[config.mk]
export PLATFORM = sky130hd
export DESIGN_NAME = key_debounce_report_builder
export DESIGN_NICKNAME = d
export VERILOG_FILES = /design/src/rtl/kdrb_pkg.sv /design/src/rtl/kdrb_lane.sv /design/src/rtl/kdrb_merge.sv /design/src/rtl/kdrb_outbuf.sv /design/src/rtl/key_debounce_report_builder.sv
export SDC_FILE = /design/constraint.sdc
export NUM_CORES = 1
export LEC_CHECK = 0
export BUFFER_PORTS_ARGS = -buffer_cell sky130_fd_sc_hd__buf_2
export CORE_MARGIN = 4
export CORE_UTILIZATION = 60
export CTS_CLUSTER_SIZE = 25
export DETAILED_ROUTE_END_ITERATION = 8
export PLACE_DENSITY = 0.87
export REMOVE_ABC_BUFFERS = 1
export SLEW_MARGIN = 20
export SYNTH_ARGS = -nofsm -noshare
export SYNTH_HDL_FRONTEND = slang
export SYNTH_HIERARCHICAL = 1
export SYNTH_SLANG_ARGS = --single-unit
[constraint.sdc]
create_clock -name clk -period 8.2 [get_ports clk]
set_clock_uncertainty 0.2 [all_clocks]
set_input_delay 0.41 -clock clk [delete_from_list [all_inputs] [get_ports clk]]
set_output_delay 0.41 -clock clk [all_outputs]
set_load 0.1 [all_outputs]
[src/rtl/kdrb_pkg.sv]
// ----------------------------------------------------------------------------
// kdrb_pkg
// Shared types and constants for the key debounce and report builder.
// ----------------------------------------------------------------------------
package kdrb_pkg;

  // line and key counts
  localparam int NUM_LINES  = 11;
  localparam int NUM_KEYS   = 9;
  localparam int COUNT_BITS = 8;
  localparam int THR_BITS   = 8;
  localparam int CMP_W      = (COUNT_BITS > THR_BITS) ? COUNT_BITS : THR_BITS;

  // configuration port
  localparam int CFG_DATA_W = 64;
  localparam int CFG_IDX_W  = 2;

  typedef enum logic [CFG_IDX_W-1:0] {
    REG_THRESHOLD     = 2'd0,
    REG_KEYMAP_FIRST  = 2'd1,
    REG_KEYMAP_SECOND = 2'd2,
    REG_KEYMAP_LAST   = 2'd3
  } cfg_reg_t;

  localparam logic [THR_BITS-1:0] THRESHOLD_RESET = 8'd5;

  // request kinds
  localparam logic REQ_TICK   = 1'b0;
  localparam logic REQ_REPORT = 1'b1;

  // one key's map entry: modifier in the low byte, keycode in the high byte
  typedef logic [15:0] key_entry_t;
  typedef key_entry_t [NUM_KEYS-1:0] keymap_t;

  // one report beat
  typedef struct packed {
    logic [7:0]                  modifier_bits;
    logic [NUM_KEYS-1:0][7:0]    key_codes;
    logic                        send_flag;
    logic [NUM_LINES-1:0]        pressed_mask;
  } report_t;

endpackage

[src/rtl/kdrb_lane.sv]
// ----------------------------------------------------------------------------
// kdrb_lane
// Debounce lane for one switch line: saturating counter and pressed flag.
// ----------------------------------------------------------------------------
module kdrb_lane (
  input  logic                           clk,
  input  logic                           rst_n,
  input  logic                           tick_en,
  input  logic                           level,
  input  logic [kdrb_pkg::THR_BITS-1:0]  threshold,
  output logic                           pressed
);

  localparam logic [kdrb_pkg::COUNT_BITS-1:0] CNT_MAX = '1;

  logic [kdrb_pkg::COUNT_BITS-1:0] cnt_r;
  logic [kdrb_pkg::COUNT_BITS-1:0] cnt_nxt;
  logic                            pressed_r;
  logic                            pressed_nxt;
  logic                            at_thr;

  // counter reached the threshold
  assign at_thr = kdrb_pkg::CMP_W'(cnt_r) >= kdrb_pkg::CMP_W'(threshold);

  // next counter and pressed state on a tick
  always_comb begin
    cnt_nxt     = cnt_r;
    pressed_nxt = pressed_r;
    if (tick_en) begin
      if (!level) begin
        cnt_nxt     = '0;
        pressed_nxt = 1'b0;
      end else if (at_thr) begin
        pressed_nxt = 1'b1;
      end else if (cnt_r != CNT_MAX) begin
        cnt_nxt = cnt_r + kdrb_pkg::COUNT_BITS'(1);
      end
    end
  end

  always_ff @(posedge clk) begin
    if (!rst_n) begin
      cnt_r     <= '0;
      pressed_r <= 1'b0;
    end else begin
      cnt_r     <= cnt_nxt;
      pressed_r <= pressed_nxt;
    end
  end

  assign pressed = pressed_r;

endmodule

[src/rtl/kdrb_merge.sv]
// ----------------------------------------------------------------------------
// kdrb_merge
// Merges the lane states into one keyboard report and tracks held keys.
// ----------------------------------------------------------------------------
module kdrb_merge (
  input  logic                            clk,
  input  logic                            rst_n,
  input  logic                            req_en,
  input  logic [kdrb_pkg::NUM_LINES-1:0]  pressed,
  input  kdrb_pkg::keymap_t               keymap,
  output kdrb_pkg::report_t               report
);

  logic [kdrb_pkg::NUM_KEYS-1:0] held_r;
  logic [kdrb_pkg::NUM_KEYS-1:0] key_down;
  logic [7:0]                    mods;
  logic                          released;

  assign key_down = pressed[kdrb_pkg::NUM_KEYS-1:0];
  assign released = |(held_r & ~key_down);

  // modifier OR and per-key codes
  always_comb begin
    mods = '0;
    for (int k = 0; k < kdrb_pkg::NUM_KEYS; k++) begin
      if (key_down[k]) begin
        mods                = mods | keymap[k][7:0];
        report.key_codes[k] = keymap[k][15:8];
      end else begin
        report.key_codes[k] = '0;
      end
    end
    report.modifier_bits = mods;
    report.send_flag     = (|key_down) | released;
    report.pressed_mask  = pressed;
  end

  // held keys follow the pressed keys at each report
  always_ff @(posedge clk) begin
    if (!rst_n) begin
      held_r <= '0;
    end else if (req_en) begin
      held_r <= key_down;
    end
  end

endmodule

[src/rtl/kdrb_outbuf.sv]
// ----------------------------------------------------------------------------
// kdrb_outbuf
// Output register with one skid entry for report beats.
// ----------------------------------------------------------------------------
module kdrb_outbuf (
  input  logic               clk,
  input  logic               rst_n,
  input  logic               push,
  input  kdrb_pkg::report_t  push_data,
  output logic               full,
  output logic               out_valid,
  input  logic               out_stall,
  output kdrb_pkg::report_t  out_data
);

  logic              out_valid_r;
  logic              skid_valid_r;
  kdrb_pkg::report_t out_data_r;
  kdrb_pkg::report_t skid_data_r;
  logic              pop;

  assign pop = out_valid_r && !out_stall;

  // control state
  always_ff @(posedge clk) begin
    if (!rst_n) begin
      out_valid_r  <= 1'b0;
      skid_valid_r <= 1'b0;
    end else if (skid_valid_r) begin
      if (pop) begin
        skid_valid_r <= 1'b0;
      end
    end else if (push) begin
      if (out_valid_r && !pop) begin
        skid_valid_r <= 1'b1;
      end else begin
        out_valid_r <= 1'b1;
      end
    end else if (pop) begin
      out_valid_r <= 1'b0;
    end
  end

  // payload
  always_ff @(posedge clk) begin
    if (skid_valid_r) begin
      if (pop) begin
        out_data_r <= skid_data_r;
      end
    end else if (push) begin
      if (out_valid_r && !pop) begin
        skid_data_r <= push_data;
      end else begin
        out_data_r <= push_data;
      end
    end
  end

  assign full      = skid_valid_r;
  assign out_valid = out_valid_r;
  assign out_data  = out_data_r;

  // skid entry only fills behind a waiting beat
  a_skid_behind_out: assert property (@(posedge clk) disable iff (!rst_n)
    skid_valid_r |-> out_valid_r)
    else $error("skid entry valid without output beat");

  // a stalled beat with a full skid keeps the skid entry
  a_skid_holds: assert property (@(posedge clk) disable iff (!rst_n)
    (skid_valid_r && out_stall) |=> skid_valid_r)
    else $error("skid entry lost under stall");

  // a push into an empty buffer shows up next cycle
  a_push_lands: assert property (@(posedge clk) disable iff (!rst_n)
    (push && !out_valid_r) |=> (out_valid_r && !skid_valid_r))
    else $error("pushed beat did not land in output register");

  // no beat appears without a push
  a_no_phantom: assert property (@(posedge clk) disable iff (!rst_n)
    (!push && !out_valid_r) |=> !out_valid_r)
    else $error("output beat without push");

endmodule

[src/rtl/key_debounce_report_builder.sv]
// ----------------------------------------------------------------------------
// key_debounce_report_builder
// Debounces eleven switch lines and builds keyboard reports on request.
// ----------------------------------------------------------------------------
// Usage:
//   Input channel (in_valid / in_stall): in_req_type 0 is a debounce tick
//   that updates all eleven lanes from in_raw_levels and gives no beat;
//   in_req_type 1 is a report request that gives one beat on the output
//   channel (out_valid / out_stall).
//   Throughput is one input beat per cycle while in_stall is low. Eleven
//   debounce lanes update in parallel, and the report merge is one level of
//   OR/select. The output register is backed by one skid entry: in_stall
//   rises only when both hold beats, that is after two reports meet a
//   stalled receiver. Configuration (cfg_wr_en / cfg_index / cfg_wdata)
//   writes the threshold and key maps; the user must do so only while the
//   block is idle, which the block does not enforce. Unknown indexes are
//   not possible with the two-bit index, all four are registers.
//   Reset clears counters, pressed and held state, empties the output
//   buffer, sets the threshold to 5 and the key maps to 0.
// ----------------------------------------------------------------------------
module key_debounce_report_builder (
  input  logic                             clk,
  input  logic                             rst_n,
  input  logic                             in_valid,
  output logic                             in_stall,
  input  logic                             in_req_type,
  input  logic [kdrb_pkg::NUM_LINES-1:0]   in_raw_levels,
  output logic                             out_valid,
  input  logic                             out_stall,
  output logic [7:0]                       out_modifier_bits,
  output logic [7:0]                       out_key1_code,
  output logic [7:0]                       out_key2_code,
  output logic [7:0]                       out_key3_code,
  output logic [7:0]                       out_key4_code,
  output logic [7:0]                       out_key5_code,
  output logic [7:0]                       out_key6_code,
  output logic [7:0]                       out_key7_code,
  output logic [7:0]                       out_key8_code,
  output logic [7:0]                       out_key9_code,
  output logic                             out_send_flag,
  output logic [kdrb_pkg::NUM_LINES-1:0]   out_pressed_mask,
  input  logic                             cfg_wr_en,
  input  logic [kdrb_pkg::CFG_IDX_W-1:0]   cfg_index,
  input  logic [kdrb_pkg::CFG_DATA_W-1:0]  cfg_wdata
);

  logic [kdrb_pkg::THR_BITS-1:0] thr_r;
  logic [63:0]                   keymap_first_r;
  logic [63:0]                   keymap_second_r;
  logic [15:0]                   keymap_last_r;
  kdrb_pkg::keymap_t             keymap;
  logic                          in_accept;
  logic                          tick_en;
  logic                          req_en;
  logic                          buf_full;
  logic [kdrb_pkg::NUM_LINES-1:0] pressed;
  kdrb_pkg::report_t             report;
  kdrb_pkg::report_t             out_data;

  assign in_accept = in_valid && !in_stall;
  assign tick_en   = in_accept && (in_req_type == kdrb_pkg::REQ_TICK);
  assign req_en    = in_accept && (in_req_type == kdrb_pkg::REQ_REPORT);
  assign in_stall  = buf_full;

  // configuration registers
  always_ff @(posedge clk) begin
    if (!rst_n) begin
      thr_r           <= kdrb_pkg::THRESHOLD_RESET;
      keymap_first_r  <= '0;
      keymap_second_r <= '0;
      keymap_last_r   <= '0;
    end else if (cfg_wr_en) begin
      unique case (kdrb_pkg::cfg_reg_t'(cfg_index))
        kdrb_pkg::REG_THRESHOLD:     thr_r           <= cfg_wdata[kdrb_pkg::THR_BITS-1:0];
        kdrb_pkg::REG_KEYMAP_FIRST:  keymap_first_r  <= cfg_wdata;
        kdrb_pkg::REG_KEYMAP_SECOND: keymap_second_r <= cfg_wdata;
        kdrb_pkg::REG_KEYMAP_LAST:   keymap_last_r   <= cfg_wdata[15:0];
        default: ;
      endcase
    end
  end

  // unpack key map entries
  always_comb begin
    for (int k = 0; k < 4; k++) begin
      keymap[k]     = keymap_first_r[16*k +: 16];
      keymap[k + 4] = keymap_second_r[16*k +: 16];
    end
    keymap[8] = keymap_last_r;
  end

  // debounce lanes
  for (genvar g = 0; g < kdrb_pkg::NUM_LINES; g++) begin : g_lane
    kdrb_lane u_lane (
      .clk       (clk),
      .rst_n     (rst_n),
      .tick_en   (tick_en),
      .level     (in_raw_levels[g]),
      .threshold (thr_r),
      .pressed   (pressed[g])
    );
  end

  // report merge
  kdrb_merge u_merge (
    .clk    (clk),
    .rst_n  (rst_n),
    .req_en (req_en),
    .pressed(pressed),
    .keymap (keymap),
    .report (report)
  );

  // output buffer
  kdrb_outbuf u_outbuf (
    .clk       (clk),
    .rst_n     (rst_n),
    .push      (req_en),
    .push_data (report),
    .full      (buf_full),
    .out_valid (out_valid),
    .out_stall (out_stall),
    .out_data  (out_data)
  );

  assign out_modifier_bits = out_data.modifier_bits;
  assign out_key1_code     = out_data.key_codes[0];
  assign out_key2_code     = out_data.key_codes[1];
  assign out_key3_code     = out_data.key_codes[2];
  assign out_key4_code     = out_data.key_codes[3];
  assign out_key5_code     = out_data.key_codes[4];
  assign out_key6_code     = out_data.key_codes[5];
  assign out_key7_code     = out_data.key_codes[6];
  assign out_key8_code     = out_data.key_codes[7];
  assign out_key9_code     = out_data.key_codes[8];
  assign out_send_flag     = out_data.send_flag;
  assign out_pressed_mask  = out_data.pressed_mask;

  // a tick into an empty output never makes a beat
  a_tick_no_beat: assert property (@(posedge clk) disable iff (!rst_n)
    (tick_en && !out_valid) |=> !out_valid)
    else $error("tick produced an output beat");

  // line 0 reads released after a tick with its level low
  a_release_clears: assert property (@(posedge clk) disable iff (!rst_n)
    (tick_en && !in_raw_levels[0]) |=> !pressed[0])
    else $error("line 0 still pressed after low tick");

  // pressed keys drive the send flag of the report being built
  a_send_on_press: assert property (@(posedge clk) disable iff (!rst_n)
    (|pressed[kdrb_pkg::NUM_KEYS-1:0]) |-> report.send_flag)
    else $error("send flag low with keys pressed");

endmodule
* Word level (Yosys, flattened, before mapping)
Cells that the tools add are included.
** Word-level totals
- Input bits :: 83
- Bits in registers :: 446
- Word-level logic and storage cells :: 264
- Bits in read-only memories :: 0
- Memories kept :: 0
- Latch bits :: 0
- RAM bits :: 0
** Operators by class
- $add $sub $neg :: 11
- $lt $le $gt $ge :: 11
- Shift operators :: 0
- Div/mod/pow operators :: 0
- Eq/ne operators :: 50
- Multiply operators :: 0
- Reductions and logical operators :: 42
- Multiplexer cells :: 84
- Bitwise logic cells :: 13
** Operators by type and width (count)
- 8-bit 2-to-1 mux :: 51
- 92-bit 2-to-1 mux :: 4
- 8-bit by 1-bit adder with 8-bit output (second input constant) :: 11
- 8-bit greater-or-equal comparator :: 11
- 8-bit inequality test (second input constant) :: 11
- 8-bit OR :: 8
- 2-bit by 1-bit inequality test with 1-bit output (second input constant) :: 23
- 3-bit AND reduction :: 14
- 2-bit AND reduction :: 15
- 1-bit 2-to-1 mux :: 29
- 2-bit inequality test (second input constant) :: 13
- 9-bit OR reduction :: 2
- 9-bit bitwise AND :: 1
- 9-bit inverter :: 1
- 1-bit logical AND :: 5
- 2-bit equality test (second input constant) :: 2
- 2-bit nonzero test :: 2
- 1-bit logical NOT :: 3
- 2-bit by 1-bit equality test with 1-bit output (second input constant) :: 1
- 2-bit logical NOT :: 1
- 1-bit inverter :: 2
- 1-bit OR :: 1

* Logic depth before layout (Yosys ltp)
- Depth in word-level cells :: 20
- Mapped depth :: 8
- Mapped depth without buffers :: 7

* Hierarchy
The synthesis kept the hierarchy.
** Modules (own cells, without submodules)
- kdrb_lane at g_lane[0].u_lane ... :: sequential area each 180.2 um^2, instances 10, area each 745.7 um^2, cells each 97
- kdrb_outbuf :: sequential area each 5565.3 um^2, instances 1, area each 6891.6 um^2, cells each 300
- key_debounce_report_builder :: sequential area each 3042.9 um^2, instances 1, area each 5775.5 um^2, cells each 569
- kdrb_merge :: sequential area each 180.2 um^2, instances 1, area each 1301.2 um^2, cells each 175
- kdrb_lane at g_lane[6].u_lane :: sequential area each 180.2 um^2, instances 1, area each 794.5 um^2, cells each 97

* Worst setup path after synthesis
OpenSTA, ideal clock, no wires.
- Path kind :: register to register
- Start point :: register u_outbuf.skid_valid_r (netlist: u_outbuf/full)
- End point :: register u_outbuf.out_data_r, in the netlist u_outbuf/out_data[0] (enable)
- Path buffers :: 3
- Data arrival time :: 5.934 ns
- Clock period less this slack :: 6.701 ns
- Path slack :: 1.499 ns
- Stages on the path, launching flop included :: 6
- Cells stage by stage :: dfxtp_1 -> buf_6 -> buf_8 -> buf_6 -> nand2_1 -> a21boi_1
** Between the ends
- Longest elaborated chain between the ends :: 5
** RTL lines
- start, declared :: RTL line kdrb_outbuf.sv:17 : logic skid_valid_r;
- start signal, assigned :: RTL line kdrb_outbuf.sv:28 : skid_valid_r <= 1'b0;
- start signal, assigned :: RTL line kdrb_outbuf.sv:31 : skid_valid_r <= 1'b0;
- start signal, assigned :: RTL line kdrb_outbuf.sv:35 : skid_valid_r <= 1'b1;
- 1-bit logical NOT :: RTL line key_debounce_report_builder.sv:60 : assign in_accept = in_valid && !in_stall;
- 1-bit logical AND :: RTL line key_debounce_report_builder.sv:60
- 1-bit logical AND :: RTL line key_debounce_report_builder.sv:62 : assign req_en = in_accept && (in_req_type == kdrb_pkg::REQ_REPORT);
- 2-bit nonzero test (no line)
- 3-bit AND reduction (no line) (*)
- end signal, assigned :: RTL line kdrb_outbuf.sv:48 : out_data_r <= skid_data_r;
- end signal, assigned :: RTL line kdrb_outbuf.sv:54 : out_data_r <= push_data;
- end, declared :: RTL line kdrb_outbuf.sv:18 : kdrb_pkg::report_t out_data_r;
Every way passes the cells marked *; elsewhere a longest branch is shown, timed or not.
A chain may end at the register's enable or synchronous reset.

* Final worst setup path
- Start point :: register u_outbuf.skid_valid_r (netlist: u_outbuf/full)
- End point :: register u_outbuf/skid_data_r[22] (netlist name) (enable)
** Between the ends
- Longest elaborated chain between the ends :: 4
** RTL lines
- 1-bit logical NOT :: RTL line key_debounce_report_builder.sv:60
- 1-bit logical AND :: RTL line key_debounce_report_builder.sv:60
- 1-bit logical AND :: RTL line key_debounce_report_builder.sv:62
- via req_en :: RTL line key_debounce_report_builder.sv:54 : logic req_en;
- 3-bit AND reduction (no line)
- end signal, assigned :: RTL line kdrb_outbuf.sv:52 : skid_data_r <= push_data;
- end, declared :: RTL line kdrb_outbuf.sv:19 : kdrb_pkg::report_t skid_data_r;
The timed path passes the listed nets, and every way through them passes these cells.

==> reports/qor.yml <==
cp.required_ps: 8180
power.density_nw_per_um2: 197
combPwrFrac_pct: 9.3
yosys_register_bits: 446
place.gp.congestion: 0.857
syn_to_final_growth_pct: 13.1
grt_overflow_total: 0
min_path_cells: 3
end_kind: "flop"
clock_path_buffers: 3
numCtsBuffers: 45
r2r_slack_ps: 4680
hold_viol: 0
post-route-min-period_ps: 3520
critPathKind: "flop to flop"
synth_edf_count: 184
hold_end: "g_lane[6].u_lane/cnt_r[4]"
layout_commonest_cell: "nand2_1"
grt_use_total_pct: 26.0
portBuffers: 176
netlist_area_um2: 22200
root_buffer: "clkbuf_16"
ioPinCount: 177
avgViaCountPerCell: 6.26
worstHoldStart: "in_raw_levels[6]"
drv_cap: 0
p_int_mw: 3.67
dr.pass1.iters: 9
ctsHoldBuffers: 56
ir_worst_vdd_uv: 149
p_leak_nw: 10.3
setup_viol: 0
swShare_pct: 25.7
rr_startpoint: "u_outbuf/full"
placed_area_um2: 23100
reg2reg_to: "u_outbuf/skid_data_r[22]"
clock_sinks: 446
fill_cells: 2508
dieArea_um2: 40200
tightest_slew_ps: 1120
relSlewSlack_pct: 24.9
synth_ff_type: "dfxtp_1"
hpwl_um: 33200
crit_arrival_ps: 3500
drv_slew: 0
clockPowerShare_pct: 42.2
hold_class: "input pin to flop"
cp_max_fo: 52
drive_gt1_share_pct: 17.0
totalWireLength_um: 54500
synth_area_per_cell_um2: 10.5
ys_seq_area_share_pct: 48.5
layout.nets: 2454
h-tree-depth: 2
use_met2_pct: 43.6
vias: 17400
startpoint_type: "flop"
tritoncts: "built"
routedWlPerCell_um: 19.6
min_period_over_period_pct: 42.9
r2r_cells: 5
drt_iter0_markers: 1682
yosysWarnings: 6
dieHeight_um: 200
mostFrequentLayoutCells: "nand2_1, dfxtp_1, edfxtp_1, mux2i_1, buf_2"
grt_util_met3_pct: 4.99
antenna_left: 0
grt_pass1_wl_um: 88200
clock.fmax_mhz: 284
post_cts_buffers: 0
synthCells: 2111
gr-usage-met1_pct: 34.0
synthArstFlopShare_pct: 0
grt_pass1_vias: 17100
rsz0062_at_grt: "false"
die-width_um: 200
antenna_found_initial: 6
core_area_um2: 36600
path_clk_slew_ps: 70
seqPwrFrac_pct: 48.5
initial_core_util_pct: 60.7
clock_latency_ps: 560
status: "completed"
cts.repair.resized: 0
row_count: 70
fin_area_um2: 25100
busiest_layer: "met2"
p_total_mw: 4.94
drc: 0
ys_types: 56
grt_max_degree: 154
switching_power_mw: 1.27
[per-layer routing]
layer | vias to the layer above | wire length [um]
met5 | - | 55
met4 | 8 | 1990
met3 | 160 | 4150
met2 | 773 | 26200
met1 | 8380 | 22100
li1 | 8065 | -
[how the worst max path moves through the flow]
stage,startpoint,depth (start not counted),slack [ps],to
after CTS,u_outbuf/full,5,4760,u_outbuf/skid_data_r[22]
after global placement,u_outbuf/full,5,4860,u_outbuf/skid_data_r[10]
final,u_outbuf/full,5,4680,u_outbuf/skid_data_r[22]
after floorplan,u_outbuf/full,5,-1300,g_lane[6].u_lane/cnt_r[1]
after detailed placement,u_outbuf/full,5,4790,u_outbuf/skid_data_r[9]
after global routing,u_outbuf/full,5,4550,u_outbuf/skid_data_r[22]
[area by class of cell]
class                      count  area (um^2)  share of cell area, %
clock buffer                  62         1290                   5.15
sequential                   446        10800                   42.9
multi-input combinational   1418        10300                   40.8
tap                          468          586                   2.33
inverter                     112          420                   1.67
clock inverter                21          204                  0.812
antenna                        2         5.00                 0.0199
timing repair buffer         249         1580                   6.30
[sequential cells by signal, indices dropped and copies added (netlist names)]
name / count
u_outbuf/out_data: 92
g_lane.u_lane/pressed: 11
u_outbuf/out_valid: 1
keymap_second_r: 64
thr_r: 8
u_merge/held_r: 9
keymap_last_r: 16
u_outbuf/skid_data_r: 92
keymap_first_r: 64
g_lane.u_lane/cnt_r: 88
u_outbuf/full: 1
[worst max-delay path, cell delays in order (launching register included)]
cell,delay [ps]
dfxtp_4,550
and3b_1,710
nand2b_1,290
nor2_4,130
buf_4,490
buf_4,690
[per-stage QoR]
stage | setup TNS (ps) | instances | utilization, % | hold slack (ps) | worst slack [ps]
6_report | 0 | 2778 | 68.6 | 34.0 | 4680
5_1_grt | 0 | 2777 | 68.6 | 33.7 | 4550
4_1_cts | 0 | 2776 | 68.6 | 11.7 | 4760
3_5_place_dp | 0 | 2637 | 63.0 | 246 | 4790
3_3_place_gp | 0 | 2637 | 63.0 | 238 | 4860
2_1_floorplan | -163110 | 1976 | - | 227 | -1300
[logic make-up after synthesis]
logic type	count (synthesis)	synth area share [%]
and+or+nand+nor	776	18.0
DFF	446	48.5
AOI/OAI and AO/OA	276	9.29
muxes	267	13.2
buffers and inverters	247	5.46
adders and majority gates	99	5.57
[power groups by stage]
stage	Combinational, mW	Sequential (mW)	Clock (mW)
after floorplan	0.165	2.59	0
final	0.459	2.40	2.08
after detailed placement	0.430	2.44	0
after global routing	0.488	2.40	2.19
after global placement	0.416	2.44	0
after CTS	0.454	2.40	2.10
[Yosys cell counts (all sizes together) (34+ instances only)]
| cell type | count | area, um^2 |
|---|---|---|
| inv | 112 | 420 |
| a31oi | 41 | 257 |
| ha | 99 | 1240 |
| nand2 | 328 | 1230 |
| edfxtp | 184 | 5530 |
| and3 | 48 | 300 |
| and2 | 72 | 450 |
| o21ai | 34 | 208 |
| mux2 | 92 | 1170 |
| mux2i | 175 | 1750 |
| nand3 | 87 | 440 |
| nor2 | 34 | 128 |
| clkbuf | 82 | 308 |
| buf | 53 | 484 |
| dfxtp | 262 | 5250 |
| nand4 | 62 | 388 |
(Power assumes the default switching activity.)
